[src/rtl/ccss_pkg.sv]
// ----------------------------------------------------------------------------
// ccss_pkg
// Shared types, constants and tables of the seven-segment countdown unit.
// ----------------------------------------------------------------------------
package ccss_pkg;

  localparam int unsigned CFG_IDX_W  = 3;
  localparam int unsigned CFG_DATA_W = 12;
  localparam int unsigned SECS_W     = 40;

  typedef enum logic [CFG_IDX_W-1:0] {
    CFG_TARGET_YEAR   = 3'd0,
    CFG_TARGET_MONTH  = 3'd1,
    CFG_TARGET_DAY    = 3'd2,
    CFG_TARGET_HOUR   = 3'd3,
    CFG_TARGET_MINUTE = 3'd4
  } cfg_idx_e;

  localparam logic [11:0] TARGET_YEAR_RST   = 12'd2026;
  localparam logic [3:0]  TARGET_MONTH_RST  = 4'd10;
  localparam logic [4:0]  TARGET_DAY_RST    = 5'd10;
  localparam logic [4:0]  TARGET_HOUR_RST   = 5'd12;
  localparam logic [5:0]  TARGET_MINUTE_RST = 6'd0;

  typedef struct packed {
    logic [7:0] year_bcd;
    logic [4:0] month_bcd;
    logic [5:0] day_bcd;
    logic [5:0] hour_bcd;
    logic [6:0] minute_bcd;
    logic [6:0] second_bcd;
  } req_t;

  typedef struct packed {
    logic [7:0] seg_leftmost;
    logic [7:0] seg_second;
    logic [7:0] seg_third;
    logic [7:0] seg_rightmost;
    logic       arrived;
    logic       minutes_shown;
  } res_t;

  // Binary calendar instant, wide enough for both clock and target
  typedef struct packed {
    logic [11:0] year;
    logic [4:0]  month;
    logic [5:0]  day;
    logic [5:0]  hour;
    logic [6:0]  minute;
    logic [6:0]  second;
  } cal_t;

  localparam logic signed [SECS_W-1:0] SECS_PER_DAY  = 40'sd86400;
  localparam logic signed [SECS_W-1:0] SAT_SECS      = 40'sd36000000;
  localparam logic signed [SECS_W-1:0] MIN_VIEW_SECS = 40'sd360000;
  localparam logic [13:0]              HOURS_CAP     = 14'd9999;

  // Reciprocals: x/100 = (x*5243)>>19, x/225 ~ (x*DIV225)>>32, x/15 ~ (x*DIV15)>>24
  localparam logic [12:0] DIV100_MUL = 13'd5243;
  localparam logic [24:0] DIV225_MUL = 25'd19088743;
  localparam logic [20:0] DIV15_MUL  = 21'd1118481;

  localparam logic [7:0] DP_BIT = 8'h80;

  localparam logic [7:0] FONT [10] = '{
    8'h3F, 8'h06, 8'h5B, 8'h4F, 8'h66, 8'h6D, 8'h7D, 8'h07, 8'h7F, 8'h6F
  };

  // Days before the first of the month in a March-based year, by month value
  localparam logic [9:0] MONTH_OFFSET [32] = '{
    10'd275, 10'd306, 10'd337, 10'd0,   10'd31,  10'd61,  10'd92,  10'd122,
    10'd153, 10'd184, 10'd214, 10'd245, 10'd275, 10'd306, 10'd337, 10'd367,
    10'd398, 10'd428, 10'd459, 10'd490, 10'd520, 10'd551, 10'd581, 10'd612,
    10'd643, 10'd673, 10'd0,   10'd0,   10'd0,   10'd0,   10'd0,   10'd0
  };

  typedef logic [7:0] bcd_tab_t [100];

  function automatic bcd_tab_t build_bcd_tab();
    bcd_tab_t   tab;
    logic [3:0] tens;
    logic [3:0] units;
    tens  = '0;
    units = '0;
    for (int i = 0; i < 100; i++) begin
      tab[i] = {tens, units};
      if (units == 4'd9) begin
        units = '0;
        tens  = tens + 4'd1;
      end else begin
        units = units + 4'd1;
      end
    end
    return tab;
  endfunction

  // Two-digit BCD of 0..99
  localparam bcd_tab_t BCD100 = build_bcd_tab();

endpackage

[src/rtl/ccss_req_if.sv]
// ----------------------------------------------------------------------------
// ccss_req_if
// Request channel: one BCD clock reading per request.
// ----------------------------------------------------------------------------
interface ccss_req_if;
  logic           valid;
  logic           ready;
  ccss_pkg::req_t data;

  modport source (output valid, output data, input ready);
  modport sink   (input valid, input data, output ready);
endinterface

[src/rtl/ccss_res_if.sv]
// ----------------------------------------------------------------------------
// ccss_res_if
// Result channel: four segment codes and status flags.
// ----------------------------------------------------------------------------
interface ccss_res_if;
  logic           valid;
  logic           ready;
  ccss_pkg::res_t data;

  modport source (output valid, output data, input ready);
  modport sink   (input valid, input data, output ready);
endinterface

[src/rtl/ccss_secs.sv]
// ----------------------------------------------------------------------------
// ccss_secs
// Four-stage conversion of a calendar instant into a seconds count on a
// proleptic Gregorian day count (constant epoch offset left out).
// ----------------------------------------------------------------------------
module ccss_secs (
  input  logic                                clk_i,
  input  logic [3:0]                          en_i,
  input  ccss_pkg::cal_t                      cal_i,
  output logic signed [ccss_pkg::SECS_W-1:0]  secs_o
);

  logic signed [12:0] y_d, y_q;
  logic [10:0]        dd_d, dd_a_q, dd_b_q;
  logic [17:0]        tod_d, tod_a_q, tod_b_q, tod_c_q;
  logic [11:0]        yn;
  logic [24:0]        p100;
  logic [5:0]         q100_q;
  logic [9:0]         y4_q;
  logic signed [21:0] y365_d, y365_q;
  logic signed [21:0] f_d, f_q;
  logic signed [ccss_pkg::SECS_W-1:0] secs_d, secs_q;

  // stage a: year shift, month offset, time of day
  always_comb begin
    y_d   = $signed({1'b0, cal_i.year}) - ((cal_i.month <= 5'd2) ? 13'sd1 : 13'sd0);
    dd_d  = 11'(ccss_pkg::MONTH_OFFSET[cal_i.month]) + 11'(cal_i.day);
    tod_d = 18'(cal_i.hour) * 18'd3600 + 18'(cal_i.minute) * 18'd60 + 18'(cal_i.second);
  end

  always_ff @(posedge clk_i) begin
    if (en_i[0]) begin
      y_q     <= y_d;
      dd_a_q  <= dd_d;
      tod_a_q <= tod_d;
    end
  end

  // stage b: leap terms; year -1 contributes none
  always_comb begin
    yn     = y_q[12] ? 12'd0 : y_q[11:0];
    p100   = 25'(yn) * 25'(ccss_pkg::DIV100_MUL);
    y365_d = $signed({{9{y_q[12]}}, y_q}) * 22'sd365;
  end

  always_ff @(posedge clk_i) begin
    if (en_i[1]) begin
      q100_q  <= p100[24:19];
      y4_q    <= yn[11:2];
      y365_q  <= y365_d;
      dd_b_q  <= dd_a_q;
      tod_b_q <= tod_a_q;
    end
  end

  // stage c: day count
  assign f_d = y365_q + $signed({12'b0, y4_q}) - $signed({16'b0, q100_q})
             + $signed({18'b0, q100_q[5:2]}) + $signed({11'b0, dd_b_q});

  always_ff @(posedge clk_i) begin
    if (en_i[2]) begin
      f_q     <= f_d;
      tod_c_q <= tod_b_q;
    end
  end

  // stage d: seconds
  assign secs_d = $signed({{18{f_q[21]}}, f_q}) * ccss_pkg::SECS_PER_DAY
                + $signed({22'b0, tod_c_q});

  always_ff @(posedge clk_i) begin
    if (en_i[3]) begin
      secs_q <= secs_d;
    end
  end

  assign secs_o = secs_q;

endmodule

[src/rtl/calendar_countdown_seven_segment_unit.sv]
// ----------------------------------------------------------------------------
// calendar_countdown_seven_segment_unit
// Countdown from a BCD clock reading to a configured target, shown as four
// seven-segment codes (hours, or minutes under 100 hours).
// ----------------------------------------------------------------------------
// Channel  Dir  Handshake          Payload
// req_i    in   valid / ready      ccss_pkg::req_t, BCD clock reading
// res_o    out  valid / ready      ccss_pkg::res_t, segment codes and flags
// cfg      in   cfg_we_i only      cfg_idx_i, cfg_data_i (target time)
//
// One request per clock while res_o is not stalled; a request reaches the
// result through eleven register stages (BCD decode, four-stage seconds count, subtract,
// reciprocal divide, divide correction, two digit split stages, encode).
// Reset clears all stage valid bits and loads the default target.
// A stall at res_o holds the last stage; each stage loads while it is empty
// or its successor moves, so bubbles still fill and nothing repeats.
// ----------------------------------------------------------------------------
module calendar_countdown_seven_segment_unit (
  input  logic                               clk_i,
  input  logic                               rst_ni,
  ccss_req_if.sink                           req_i,
  ccss_res_if.source                         res_o,
  input  logic                               cfg_we_i,
  input  logic [ccss_pkg::CFG_IDX_W-1:0]     cfg_idx_i,
  input  logic [ccss_pkg::CFG_DATA_W-1:0]    cfg_data_i
);

  localparam int unsigned NSTG = 11;

  logic [NSTG-1:0] vld_q, en, vld_in;

  logic [11:0] tgt_year_q;
  logic [3:0]  tgt_month_q;
  logic [4:0]  tgt_day_q;
  logic [4:0]  tgt_hour_q;
  logic [5:0]  tgt_minute_q;

  ccss_pkg::cal_t s0_d, s0_q, tgt_cal;
  logic signed [ccss_pkg::SECS_W-1:0] now_secs, tgt_secs, rem_q;

  logic        arr6_d, sat6_d, mm6_d;
  logic        arr6_q, sat6_q, mm6_q;
  logic [46:0] ph;
  logic [37:0] pm;
  logic [21:0] hx_q;
  logic [16:0] mx_q;
  logic [14:0] q0h_q;
  logic [13:0] q0m_q;

  logic [22:0] rh;
  logic [17:0] rm;
  logic [14:0] qh;
  logic [13:0] qm;
  logic [13:0] v7_d, v7_q;
  logic        arr7_q, mm7_q;

  logic [26:0] p8;
  logic [6:0]  q1_q;
  logic [13:0] v8_q;
  logic        arr8_q, mm8_q;

  logic [6:0]       lo9;
  logic [7:0]       hi_bcd, lo_bcd;
  logic [3:0][3:0]  dig_q;
  logic             arr9_q, mm9_q;

  logic           b3, b2, b1;
  ccss_pkg::res_t res_d, res_q;

  function automatic logic [7:0] bcd_dec(input logic [7:0] v);
    logic [7:0] r;
    r = {1'b0, v[7:4], 3'b0} + {3'b0, v[7:4], 1'b0} + {4'b0, v[3:0]};
    return r;
  endfunction

  // stage enables: load when empty or when the next stage moves
  assign en[NSTG-1] = ~vld_q[NSTG-1] | res_o.ready;
  for (genvar k = 0; k < NSTG - 1; k++) begin : g_en
    assign en[k] = ~vld_q[k] | en[k+1];
  end

  assign vld_in      = {vld_q[NSTG-2:0], req_i.valid};
  assign req_i.ready = en[0];

  always_ff @(posedge clk_i or negedge rst_ni) begin
    if (!rst_ni) begin
      vld_q <= '0;
    end else begin
      for (int k = 0; k < NSTG; k++) begin
        if (en[k]) begin
          vld_q[k] <= vld_in[k];
        end
      end
    end
  end

  // target registers
  always_ff @(posedge clk_i or negedge rst_ni) begin
    if (!rst_ni) begin
      tgt_year_q   <= ccss_pkg::TARGET_YEAR_RST;
      tgt_month_q  <= ccss_pkg::TARGET_MONTH_RST;
      tgt_day_q    <= ccss_pkg::TARGET_DAY_RST;
      tgt_hour_q   <= ccss_pkg::TARGET_HOUR_RST;
      tgt_minute_q <= ccss_pkg::TARGET_MINUTE_RST;
    end else if (cfg_we_i) begin
      case (ccss_pkg::cfg_idx_e'(cfg_idx_i))
        ccss_pkg::CFG_TARGET_YEAR:   tgt_year_q   <= cfg_data_i;
        ccss_pkg::CFG_TARGET_MONTH:  tgt_month_q  <= cfg_data_i[3:0];
        ccss_pkg::CFG_TARGET_DAY:    tgt_day_q    <= cfg_data_i[4:0];
        ccss_pkg::CFG_TARGET_HOUR:   tgt_hour_q   <= cfg_data_i[4:0];
        ccss_pkg::CFG_TARGET_MINUTE: tgt_minute_q <= cfg_data_i[5:0];
        default: begin
        end
      endcase
    end
  end

  // stage 0: BCD decode
  always_comb begin
    s0_d.year   = 12'd2000 + {4'b0, bcd_dec(req_i.data.year_bcd)};
    s0_d.month  = 5'(bcd_dec({3'b0, req_i.data.month_bcd}));
    s0_d.day    = 6'(bcd_dec({2'b0, req_i.data.day_bcd}));
    s0_d.hour   = 6'(bcd_dec({2'b0, req_i.data.hour_bcd}));
    s0_d.minute = 7'(bcd_dec({1'b0, req_i.data.minute_bcd}));
    s0_d.second = 7'(bcd_dec({1'b0, req_i.data.second_bcd}));
  end

  always_ff @(posedge clk_i) begin
    if (en[0]) begin
      s0_q <= s0_d;
    end
  end

  always_comb begin
    tgt_cal.year   = tgt_year_q;
    tgt_cal.month  = {1'b0, tgt_month_q};
    tgt_cal.day    = {1'b0, tgt_day_q};
    tgt_cal.hour   = {1'b0, tgt_hour_q};
    tgt_cal.minute = {1'b0, tgt_minute_q};
    tgt_cal.second = '0;
  end

  // stages 1..4
  ccss_secs u_now_secs (
    .clk_i  (clk_i),
    .en_i   (en[4:1]),
    .cal_i  (s0_q),
    .secs_o (now_secs)
  );

  ccss_secs u_tgt_secs (
    .clk_i  (clk_i),
    .en_i   (en[4:1]),
    .cal_i  (tgt_cal),
    .secs_o (tgt_secs)
  );

  // stage 5: remainder
  always_ff @(posedge clk_i) begin
    if (en[5]) begin
      rem_q <= tgt_secs - now_secs;
    end
  end

  // stage 6: mode flags and reciprocal products
  always_comb begin
    arr6_d = rem_q[ccss_pkg::SECS_W-1] || (rem_q == '0);
    sat6_d = !rem_q[ccss_pkg::SECS_W-1] && (rem_q >= ccss_pkg::SAT_SECS);
    mm6_d  = !arr6_d && (rem_q < ccss_pkg::MIN_VIEW_SECS);
    ph     = 47'(rem_q[25:4]) * 47'(ccss_pkg::DIV225_MUL);
    pm     = 38'(rem_q[18:2]) * 38'(ccss_pkg::DIV15_MUL);
  end

  always_ff @(posedge clk_i) begin
    if (en[6]) begin
      arr6_q <= arr6_d;
      sat6_q <= sat6_d;
      mm6_q  <= mm6_d;
      hx_q   <= rem_q[25:4];
      mx_q   <= rem_q[18:2];
      q0h_q  <= ph[46:32];
      q0m_q  <= pm[37:24];
    end
  end

  // stage 7: quotient correction, value select
  always_comb begin
    rh = {1'b0, hx_q} - 23'(q0h_q) * 23'd225;
    rm = {1'b0, mx_q} - 18'(q0m_q) * 18'd15;
    qh = (rh >= 23'd225) ? q0h_q + 15'd1 : q0h_q;
    qm = (rm >= 18'd15) ? q0m_q + 14'd1 : q0m_q;
    if (arr6_q) begin
      v7_d = '0;
    end else if (mm6_q) begin
      v7_d = qm;
    end else if (sat6_q) begin
      v7_d = ccss_pkg::HOURS_CAP;
    end else begin
      v7_d = qh[13:0];
    end
  end

  always_ff @(posedge clk_i) begin
    if (en[7]) begin
      v7_q   <= v7_d;
      arr7_q <= arr6_q;
      mm7_q  <= mm6_q;
    end
  end

  // stage 8: upper two digits
  assign p8 = 27'(v7_q) * 27'(ccss_pkg::DIV100_MUL);

  always_ff @(posedge clk_i) begin
    if (en[8]) begin
      q1_q   <= p8[25:19];
      v8_q   <= v7_q;
      arr8_q <= arr7_q;
      mm8_q  <= mm7_q;
    end
  end

  // stage 9: digit split
  always_comb begin
    lo9    = 7'(v8_q - 14'(q1_q) * 14'd100);
    hi_bcd = ccss_pkg::BCD100[q1_q];
    lo_bcd = ccss_pkg::BCD100[lo9];
  end

  always_ff @(posedge clk_i) begin
    if (en[9]) begin
      dig_q  <= {hi_bcd, lo_bcd};
      arr9_q <= arr8_q;
      mm9_q  <= mm8_q;
    end
  end

  // stage 10: segment encode, leading-zero blanking
  always_comb begin
    b3 = (dig_q[3] == 4'd0);
    b2 = b3 && (dig_q[2] == 4'd0);
    b1 = b2 && (dig_q[1] == 4'd0);
    res_d.arrived       = arr9_q;
    res_d.minutes_shown = mm9_q;
    if (arr9_q) begin
      res_d.seg_leftmost  = ccss_pkg::FONT[0] | ccss_pkg::DP_BIT;
      res_d.seg_second    = ccss_pkg::FONT[0] | ccss_pkg::DP_BIT;
      res_d.seg_third     = ccss_pkg::FONT[0] | ccss_pkg::DP_BIT;
      res_d.seg_rightmost = ccss_pkg::FONT[0] | ccss_pkg::DP_BIT;
    end else begin
      res_d.seg_leftmost  = (b3 ? 8'h00 : ccss_pkg::FONT[dig_q[3]])
                          | (mm9_q ? ccss_pkg::DP_BIT : 8'h00);
      res_d.seg_second    = b2 ? 8'h00 : ccss_pkg::FONT[dig_q[2]];
      res_d.seg_third     = b1 ? 8'h00 : ccss_pkg::FONT[dig_q[1]];
      res_d.seg_rightmost = ccss_pkg::FONT[dig_q[0]];
    end
  end

  always_ff @(posedge clk_i) begin
    if (en[10]) begin
      res_q <= res_d;
    end
  end

  assign res_o.valid = vld_q[NSTG-1];
  assign res_o.data  = res_q;

  // checks
  a_ready_full: assert property (@(posedge clk_i) disable iff (!rst_ni)
    !req_i.ready |-> (&vld_q))
    else $error("request stalled while a stage is empty");

  a_hour_corr: assert property (@(posedge clk_i) disable iff (!rst_ni)
    (vld_q[6] && !arr6_q && !sat6_q && !mm6_q) |-> (rh < 23'd450))
    else $error("hour quotient estimate off by more than one");

  a_min_corr: assert property (@(posedge clk_i) disable iff (!rst_ni)
    (vld_q[6] && mm6_q) |-> (rm < 18'd30))
    else $error("minute quotient estimate off by more than one");

  a_split: assert property (@(posedge clk_i) disable iff (!rst_ni)
    vld_q[8] |-> (q1_q <= 7'd99))
    else $error("upper digit pair out of range");

  a_modes: assert property (@(posedge clk_i) disable iff (!rst_ni)
    (res_o.valid && res_o.data.minutes_shown) |->
      (!res_o.data.arrived && res_o.data.seg_leftmost[7] &&
       (res_o.data.seg_rightmost != 8'h00)))
    else $error("minutes view without its decimal point or last digit");

endmodule
[src/flat_wrapper.sv]
// flat-port wrapper written by rule: the top's interface ports become plain ports
module calendar_countdown_seven_segment_unit_flat 
  (clk_i, rst_ni, cfg_we_i, cfg_idx_i, cfg_data_i, req_i_valid, req_i_data, req_i_ready, res_o_valid, res_o_data, res_o_ready);
  ccss_req_if req_i_i ();
  ccss_res_if res_o_i ();
  input  logic clk_i;
  input  logic rst_ni;
  input  logic cfg_we_i;
  input  logic [ccss_pkg::CFG_IDX_W-1:0] cfg_idx_i;
  input  logic [ccss_pkg::CFG_DATA_W-1:0] cfg_data_i;
  input wire logic [$bits(req_i_i.valid)-1:0] req_i_valid;
  input wire logic [$bits(req_i_i.data)-1:0] req_i_data;
  output wire logic [$bits(req_i_i.ready)-1:0] req_i_ready;
  output wire logic [$bits(res_o_i.valid)-1:0] res_o_valid;
  output wire logic [$bits(res_o_i.data)-1:0] res_o_data;
  input wire logic [$bits(res_o_i.ready)-1:0] res_o_ready;
  assign req_i_i.valid = req_i_valid;
  assign req_i_i.data = req_i_data;
  assign req_i_ready = req_i_i.ready;
  assign res_o_valid = res_o_i.valid;
  assign res_o_data = res_o_i.data;
  assign res_o_i.ready = res_o_ready;
  calendar_countdown_seven_segment_unit u_core (.clk_i(clk_i), .rst_ni(rst_ni), .req_i(req_i_i), .res_o(res_o_i), .cfg_we_i(cfg_we_i), .cfg_idx_i(cfg_idx_i), .cfg_data_i(cfg_data_i));
endmodule
[config.mk]
export PLATFORM = sky130hd
export DESIGN_NAME = calendar_countdown_seven_segment_unit_flat
export DESIGN_NICKNAME = d
export VERILOG_FILES = /design/src/rtl/ccss_pkg.sv /design/src/rtl/ccss_req_if.sv /design/src/rtl/ccss_res_if.sv /design/src/rtl/ccss_secs.sv /design/src/rtl/calendar_countdown_seven_segment_unit.sv /design/src/flat_wrapper.sv
export SDC_FILE = /design/constraint.sdc
export NUM_CORES = 2
export LEC_CHECK = 0
export ABC_AREA = 1
export BUFFER_PORTS_ARGS = -buffer_cell sky130_fd_sc_hd__clkbuf_2
export CAP_MARGIN = 20
export CORE_AREA = 2 2 506 407
export CTS_CLUSTER_SIZE = 30
export DETAILED_ROUTE_END_ITERATION = 8
export DIE_AREA = 0 0 508 409
export PLACE_DENSITY = 0.55
export SLEW_MARGIN = 20
export SYNTH_ARGS = -nofsm -noshare
export SYNTH_HDL_FRONTEND = slang
export SYNTH_HIERARCHICAL = 1
export SYNTH_SLANG_ARGS = --single-unit
export TNS_END_PERCENT = 30
[constraint.sdc]
create_clock -name clk_i -period 26 [get_ports clk_i]
set_input_delay 3.9 -clock clk_i [delete_from_list [all_inputs] [get_ports clk_i]]
set_output_delay 3.9 -clock clk_i [all_outputs]
set_load 0.01 [all_outputs]
Word-level counts from Yosys, hierarchy flattened
Memory sizes are Yosys's and may differ from the RTL's. A register that Yosys moved wholly into a read port is not among the register bits.
Cells that the tools add are included.
{"block": "totals", "ff_bits": 635, "rom_bits": 3200, "input_bits": 59, "out_inout_bits": 36, "elab_cells": 215, "mem_count": 8}
{"name": "(name not given)", "depth": 128, "width": 8, "read_ports": 1, "rd_ports_with_merged_regs": 1, "wr": 0, "line_no": "calendar_countdown_seven_segment_unit.sv:226", "source": "hi_bcd = ccss_pkg::BCD100[q1_q];"}
{"name": "(name not given)", "depth": 128, "width": 8, "read_ports": 1, "rd_ports_with_merged_regs": 1, "wr": 0, "line_no": "calendar_countdown_seven_segment_unit.sv:227", "source": "lo_bcd = ccss_pkg::BCD100[lo9];"}
{"name": "(name not given)", "depth": 32, "width": 10, "read_ports": 1, "rd_ports_with_merged_regs": 0, "wr": 0, "line_no": "ccss_secs.sv:27", "source": "dd_d = 11'(ccss_pkg::MONTH_OFFSET[cal_i.month]) + 11'(cal_i.day);"}
{"name": "(name not given)", "depth": 32, "width": 10, "read_ports": 1, "rd_ports_with_merged_regs": 0, "wr": 0, "line_no": "ccss_secs.sv:27"}
{"name": "(name not given)", "depth": 16, "width": 8, "read_ports": 1, "rd_ports_with_merged_regs": 0, "wr": 0, "line_no": "calendar_countdown_seven_segment_unit.sv:251", "source": "res_d.seg_leftmost = (b3 ? 8'h00 : ccss_pkg::FONT[dig_q[3]])"}
{"name": "(name not given)", "depth": 16, "width": 8, "read_ports": 1, "rd_ports_with_merged_regs": 0, "wr": 0, "line_no": "calendar_countdown_seven_segment_unit.sv:253", "source": "res_d.seg_second = b2 ? 8'h00 : ccss_pkg::FONT[dig_q[2]];"}
{"name": "2 more memories"}
{"block": "classes", "n_addsub": 36, "mul": 16, "magnitude_cmp": 11, "n_eq_ne": 4, "muxes": 22, "n_bitwise": 31, "n_reduce_logical": 19}
{"operator": "$add A40 B19 Y40", "count": 2}
{"operator": "$mux W8", "count": 10}
{"operator": "$mul A22 B11 Y33 const B", "count": 2}
{"operator": "$mux W14", "count": 4}
{"operator": "$mul A12 B13 Y25 const B", "count": 2}
{"operator": "$mul A22 B25 Y47 const B", "count": 1}
{"operator": "$add A22 B11 Y22", "count": 2}
{"operator": "$add A22 B12 Y22", "count": 2}
{"operator": "$add A22 B5 Y22", "count": 2}
{"operator": "$mul A13 B10 Y22 const B", "count": 2}
{"operator": "$sub A22 B7 Y22", "count": 2}
{"operator": "$ge A40 B27 Y1 const B", "count": 1}
{"operator": "$logic_not A40 Y1", "count": 1}
{"operator": "$lt A40 B20 Y1 const B", "count": 1}
{"operator": "$mux W10", "count": 4}
{"operator": "$sub A40 B40 Y40", "count": 1}
{"operator": "$mul A17 B21 Y38 const B", "count": 1}
{"operator": "$add A14 B1 Y14 const B", "count": 2}
{"operator": "$mul A14 B13 Y26 const B", "count": 1}
{"operator": "$sub A12 B1 Y13", "count": 2}
{"operator": "$mux W12", "count": 2}
{"operator": "$ge A23 B8 Y1 const B", "count": 1}
{"operator": "$mul A15 B8 Y23 const B", "count": 1}
{"operator": "$sub A22 B23 Y23", "count": 1}
{"operator": "45 further kinds", "count": 89}

Logic depth before layout (Yosys ltp)
{"block": "depth", "depth_word": 12, "mapped_depth": 29, "ltp_nobuf": 28}

Cells and area by module
Netlist, hierarchy kept.
{"mod": "calendar_countdown_seven_segment_unit", "n_inst": 1, "cells_per_inst": 3964, "area_per_inst_um2": 35223.8, "seq_area_each_um2": 7749.9}
{"mod": "ccss_secs at u_core.u_tgt_secs", "n_inst": 1, "cells_per_inst": 2404, "area_per_inst_um2": 21813.4, "seq_area_each_um2": 5675.4}
{"mod": "ccss_secs at u_core.u_now_secs", "n_inst": 1, "cells_per_inst": 2368, "area_per_inst_um2": 21668.3, "seq_area_each_um2": 5675.4}

Least setup slack after synthesis
OpenSTA, ideal clock, no wires.
{"block": "synth_path", "path_type": "input to output", "from": "in res_o_ready", "to": "out req_i_ready", "t_arrival_ps": 10878, "required_ps": 22100, "slack_ps": 11222, "path_stages": 20, "n_path_buf": 0, "path_cell_list": "nor2_1 inv_2 nor2_2 inv_2 nor2_1 inv_2 nor2_2 inv_2 nor2_1 inv_2 nor2_2 inv_2 nor2_1 inv_2 nor2_2 inv_2 nor2_2 inv_2 nor2_2 nand2_2"}
{"block": "synth_between", "elab_chain_len": 11}
{"item": "from (decl)", "line_no": "flat_wrapper.sv:16", "source": "input wire logic [$bits(res_o_i.ready)-1:0] res_o_ready;"}
{"item": "$or A1 B1 Y1", "line_no": "calendar_countdown_seven_segment_unit.sv:77", "source": "assign en[NSTG-1] = ~vld_q[NSTG-1] | res_o.ready;"}
{"item": "named net u_core.en[10]", "line_no": "calendar_countdown_seven_segment_unit.sv:30", "source": "logic [NSTG-1:0] vld_q, en, vld_in;"}
{"item": "$or A1 B1 Y1", "line_no": "calendar_countdown_seven_segment_unit.sv:79", "source": "assign en[k] = ~vld_q[k] | en[k+1];"}
{"item": "named net u_core.en[9]", "line_no": "calendar_countdown_seven_segment_unit.sv:30"}
{"item": "$or A1 B1 Y1", "line_no": "calendar_countdown_seven_segment_unit.sv:79"}
{"item": "named net u_core.en[8]", "line_no": "calendar_countdown_seven_segment_unit.sv:30"}
{"item": "$or A1 B1 Y1", "line_no": "calendar_countdown_seven_segment_unit.sv:79"}
{"item": "named net u_core.en[7]", "line_no": "calendar_countdown_seven_segment_unit.sv:30"}
{"item": "[1 not listed]"}
{"item": "named net u_core.en[6]", "line_no": "calendar_countdown_seven_segment_unit.sv:30"}
{"item": "[1 not listed]"}
{"item": "named net u_core.en[5]", "line_no": "calendar_countdown_seven_segment_unit.sv:30"}
{"item": "$or A1 B1 Y1", "line_no": "calendar_countdown_seven_segment_unit.sv:79"}
{"item": "named net u_core.en[4]", "line_no": "calendar_countdown_seven_segment_unit.sv:30"}
{"item": "$or A1 B1 Y1", "line_no": "calendar_countdown_seven_segment_unit.sv:79"}
{"item": "named net u_core.en[3]", "line_no": "calendar_countdown_seven_segment_unit.sv:30"}
{"item": "$or A1 B1 Y1", "line_no": "calendar_countdown_seven_segment_unit.sv:79"}
{"item": "named net u_core.en[2]", "line_no": "calendar_countdown_seven_segment_unit.sv:30"}
{"item": "$or A1 B1 Y1 (2 in a row)", "line_no": "calendar_countdown_seven_segment_unit.sv:79"}
{"item": "to (decl)", "line_no": "flat_wrapper.sv:13", "source": "output wire logic [$bits(req_i_i.ready)-1:0] req_i_ready;"}
The timed path passes the listed nets, and every way through them passes these cells.

Final worst setup path
Same ends and word-level chain as after synthesis.

==> reports/summary.txt <==
Startpoint Class: primary input
outcome: complete, no violations
Setup Skew: 0.0445 ns
Post-CTS Resized: 0
synth top area cells: edfxtp_1, ha_1, fa_1, inv_1, nand2_1
actual slew at the worst max-slew pin: 0.981 ns
Ys Warns: 6
Yosys cell types: 66
final setup TNS: 0 ns
share of layout cells above drive strength 1: 4.92%
count leader, synth: inv_1
H-tree depth: 3
Worst setup EP type: primary output
RSZ-0062 raised after global routing: false
Slew Viols, Final: 0
Post-synth EDFFs: 599
ys flop type: edfxtp_1
PortBufs: 94
synthesis-stage register bit count: 643
minimum clock period: 12.99 ns
clk slew on worst S/H paths: 0.06 ns
WHS Path Cells: 0
Die Wd: 508 um
vias in the first global route: 55900
Tot GR Track Use: 17.3%
endpoints failing hold: 0
first-pass GRT wire length: 294 mm
Vias/cell: 4.77
gr ovfl total: 0
max-cap viol count: 0
Post-CTS Hold Buffers: 0
Synth area leader: edfxtp_1
Data required, critical path: 22.10 ns
core area: 0.203 mm^2
cts bufs inserted: 74
vias: 55800
worst endpoint data arrival time: 9.09 ns
final setup vio count: 0
Syn Inst Count: 8736
DRC viols: 0
IO Count: 95
largest net degree at the start of global routing: 81
top cells by count, synth: inv_1, ha_1, nand2_1
Mapped Area: 0.0787 mm^2
Avg Synthesized Cell Area: 9.01 um^2
CTS Buffer Depth: 3
DP HPWL: 150 mm
period utilisation layout: 50.0%
CTS root buf: clkbuf_16
Nets: 11100
max frequency: 77.0 MHz
fraction of registers with async set/reset: 6.69%
initial antenna violation count: 6
routability cong.: 0.902
reg2reg path depth: 22
Fillers: 20100
critical path class: primary input to primary output
area grow syn2layout: 8.28%
CTS tree: done
wirelength, routed: 177 mm
post-synth top area share: 22.9%
routed len/inst: 15.1 um
postcts setup bufs: 0
Starting Density: 38.8%
clk_lat worst skew: 0.70 ns
row count: 148
drt pass-1 iters: 6
Num Clock Sinks: 643
Detail Route Antenna Nets: 0
worst rel slew slack: 34.3%
1st-iter DRT viols: 3436
CP max FO: 64
Storage cell area: 0.0191 mm^2
DIE HEIGHT: 409 um
die area: 0.208 mm^2
area of the multi-input gates: 0.0517 mm^2
Seq/Total Area, Yosys: 24.3%
Min-Delay Path Class: flip-flop to flip-flop
layout make-up:
class,instances,area share [%]
Inverter,2105,9.28
Antenna cell,2,0.00587
Timing Repair Buffer,117,0.778
Sequential cell,643,22.4
Tap cell,2700,3.96
Clock inverter,51,0.722
Multi-Input combinational cell,5983,60.6
Clock buffer,84,2.23
state kept, by name, summed over array words and instances, names as in the netlist, 22 cells and up:
register                  cells
u_core/res_o.data            33
u_core/rem_q                 40
u_core/u_tgt_secs/secs_o     40
u_core/u_now_secs/f_q        22
u_core/u_tgt_secs/y365_q     22
u_core/hx_q                  22
u_core/s0_q                  43
u_core/u_tgt_secs/f_q        22
u_core/u_now_secs/secs_o     40
u_core/u_now_secs/y365_q     22
critical path: stages:
cell and delay (ns):
clkbuf_2 0.08, nor2_1 0.06, inv_2 0.55, nor2_2 0.06
inv_2 0.35, nor2_1 0.11, inv_2 0.30, nor2_2 0.06
inv_2 0.28, nor2_1 0.10, inv_2 0.05, buf_4 0.58
nor2_2 0.07, inv_2 0.61, nor2_1 0.14, clkinv_2 0.17
nor2_2 0.06, clkinv_2 0.06, nor2_2 0.05, inv_6 0.39
nor2_2 0.13, nand2_2 0.08, buf_4 0.44, clkbuf_2 0.23
worst paths after layout:
check / startpoint / endpoint / slack (ns)
max: res_o_ready / req_i_ready / 13.01
min: u_core/u_tgt_secs/dd_a_q[5] / u_core/u_tgt_secs/dd_b_q[5] / 0.41
max reg2reg: u_core/rem_q[19] / u_core/q0h_q[11] / 19.15
min reg2reg: u_core/u_tgt_secs/dd_a_q[5] / u_core/u_tgt_secs/dd_b_q[5] / 0.41
max in group asynchronous: rst_ni / u_core/vld_q[2] / 22.00
min in group asynchronous: rst_ni / u_core/vld_q[10] / 3.39
cell usage in the layout, fill, tap and decap left out, drive strengths merged, types with 21 or more instances in the layout:
master	count
nand3	310
dfrtp	29
fa	730
xor2	243
conb	24
a21oi	449
o21ai	295
nor3	51
a21o	32
xnor2	100
nor2	542
inv	2107
buf	23
nor4	21
o211ai	23
nand4	88
o21bai	22
edfxtp	599
clkbuf	178
nand2	1432
clkinv	37
a31oi	31
ha	1423
cell families (layout without fill, tap and decap cells):
logic type | Yosys count | in the layout | share of synthesized area [%]
AO/OA/AOI/OAI | 949 | 949 | 6.72
flip-flops | 643 | 643 | 24.3
other | 3 | 26 | 0.0143
buffers and inverters | 2131 | 2357 | 10.2
AND/OR/NAND/NOR | 2508 | 2508 | 13.7
multiplexers | 6 | 6 | 0.0858
XOR/XNOR | 343 | 343 | 3.82
adder cells (fa/ha/maj) | 2153 | 2153 | 41.2
layer usage:
layer | track usage, % | share of wire, % | routed length (um) | vias to the layer above
li1 | - | - | - | 28400
met1 | 26.9 | 53 | 94300 | 26300
met2 | 25.8 | 41 | 72500 | 956
met3 | 2.25 | 4.3 | 7680 | 146
met4 | 2.79 | 1.4 | 2430 | 0
met5 | 0 | 0 | 0 | -
metrics by stage:
step	worst slack [ns]	util, %	hold WS, ns	std cells	cell area, um^2
detailed placement	12.84	40.8	0.405	11500	82700
global route	12.27	42.0	0.417	11700	85200
global placement	12.79	40.8	0.401	11500	82700
finish	13.01	42.0	0.409	11700	85200
floorplan	11.22	-	0.400	8757	78800
CTS	12.79	42.0	0.405	11700	85200
Power is left out: the tool's default activity adds up to more than one toggle a clock period on the data nets, which glitch-free logic cannot reach.
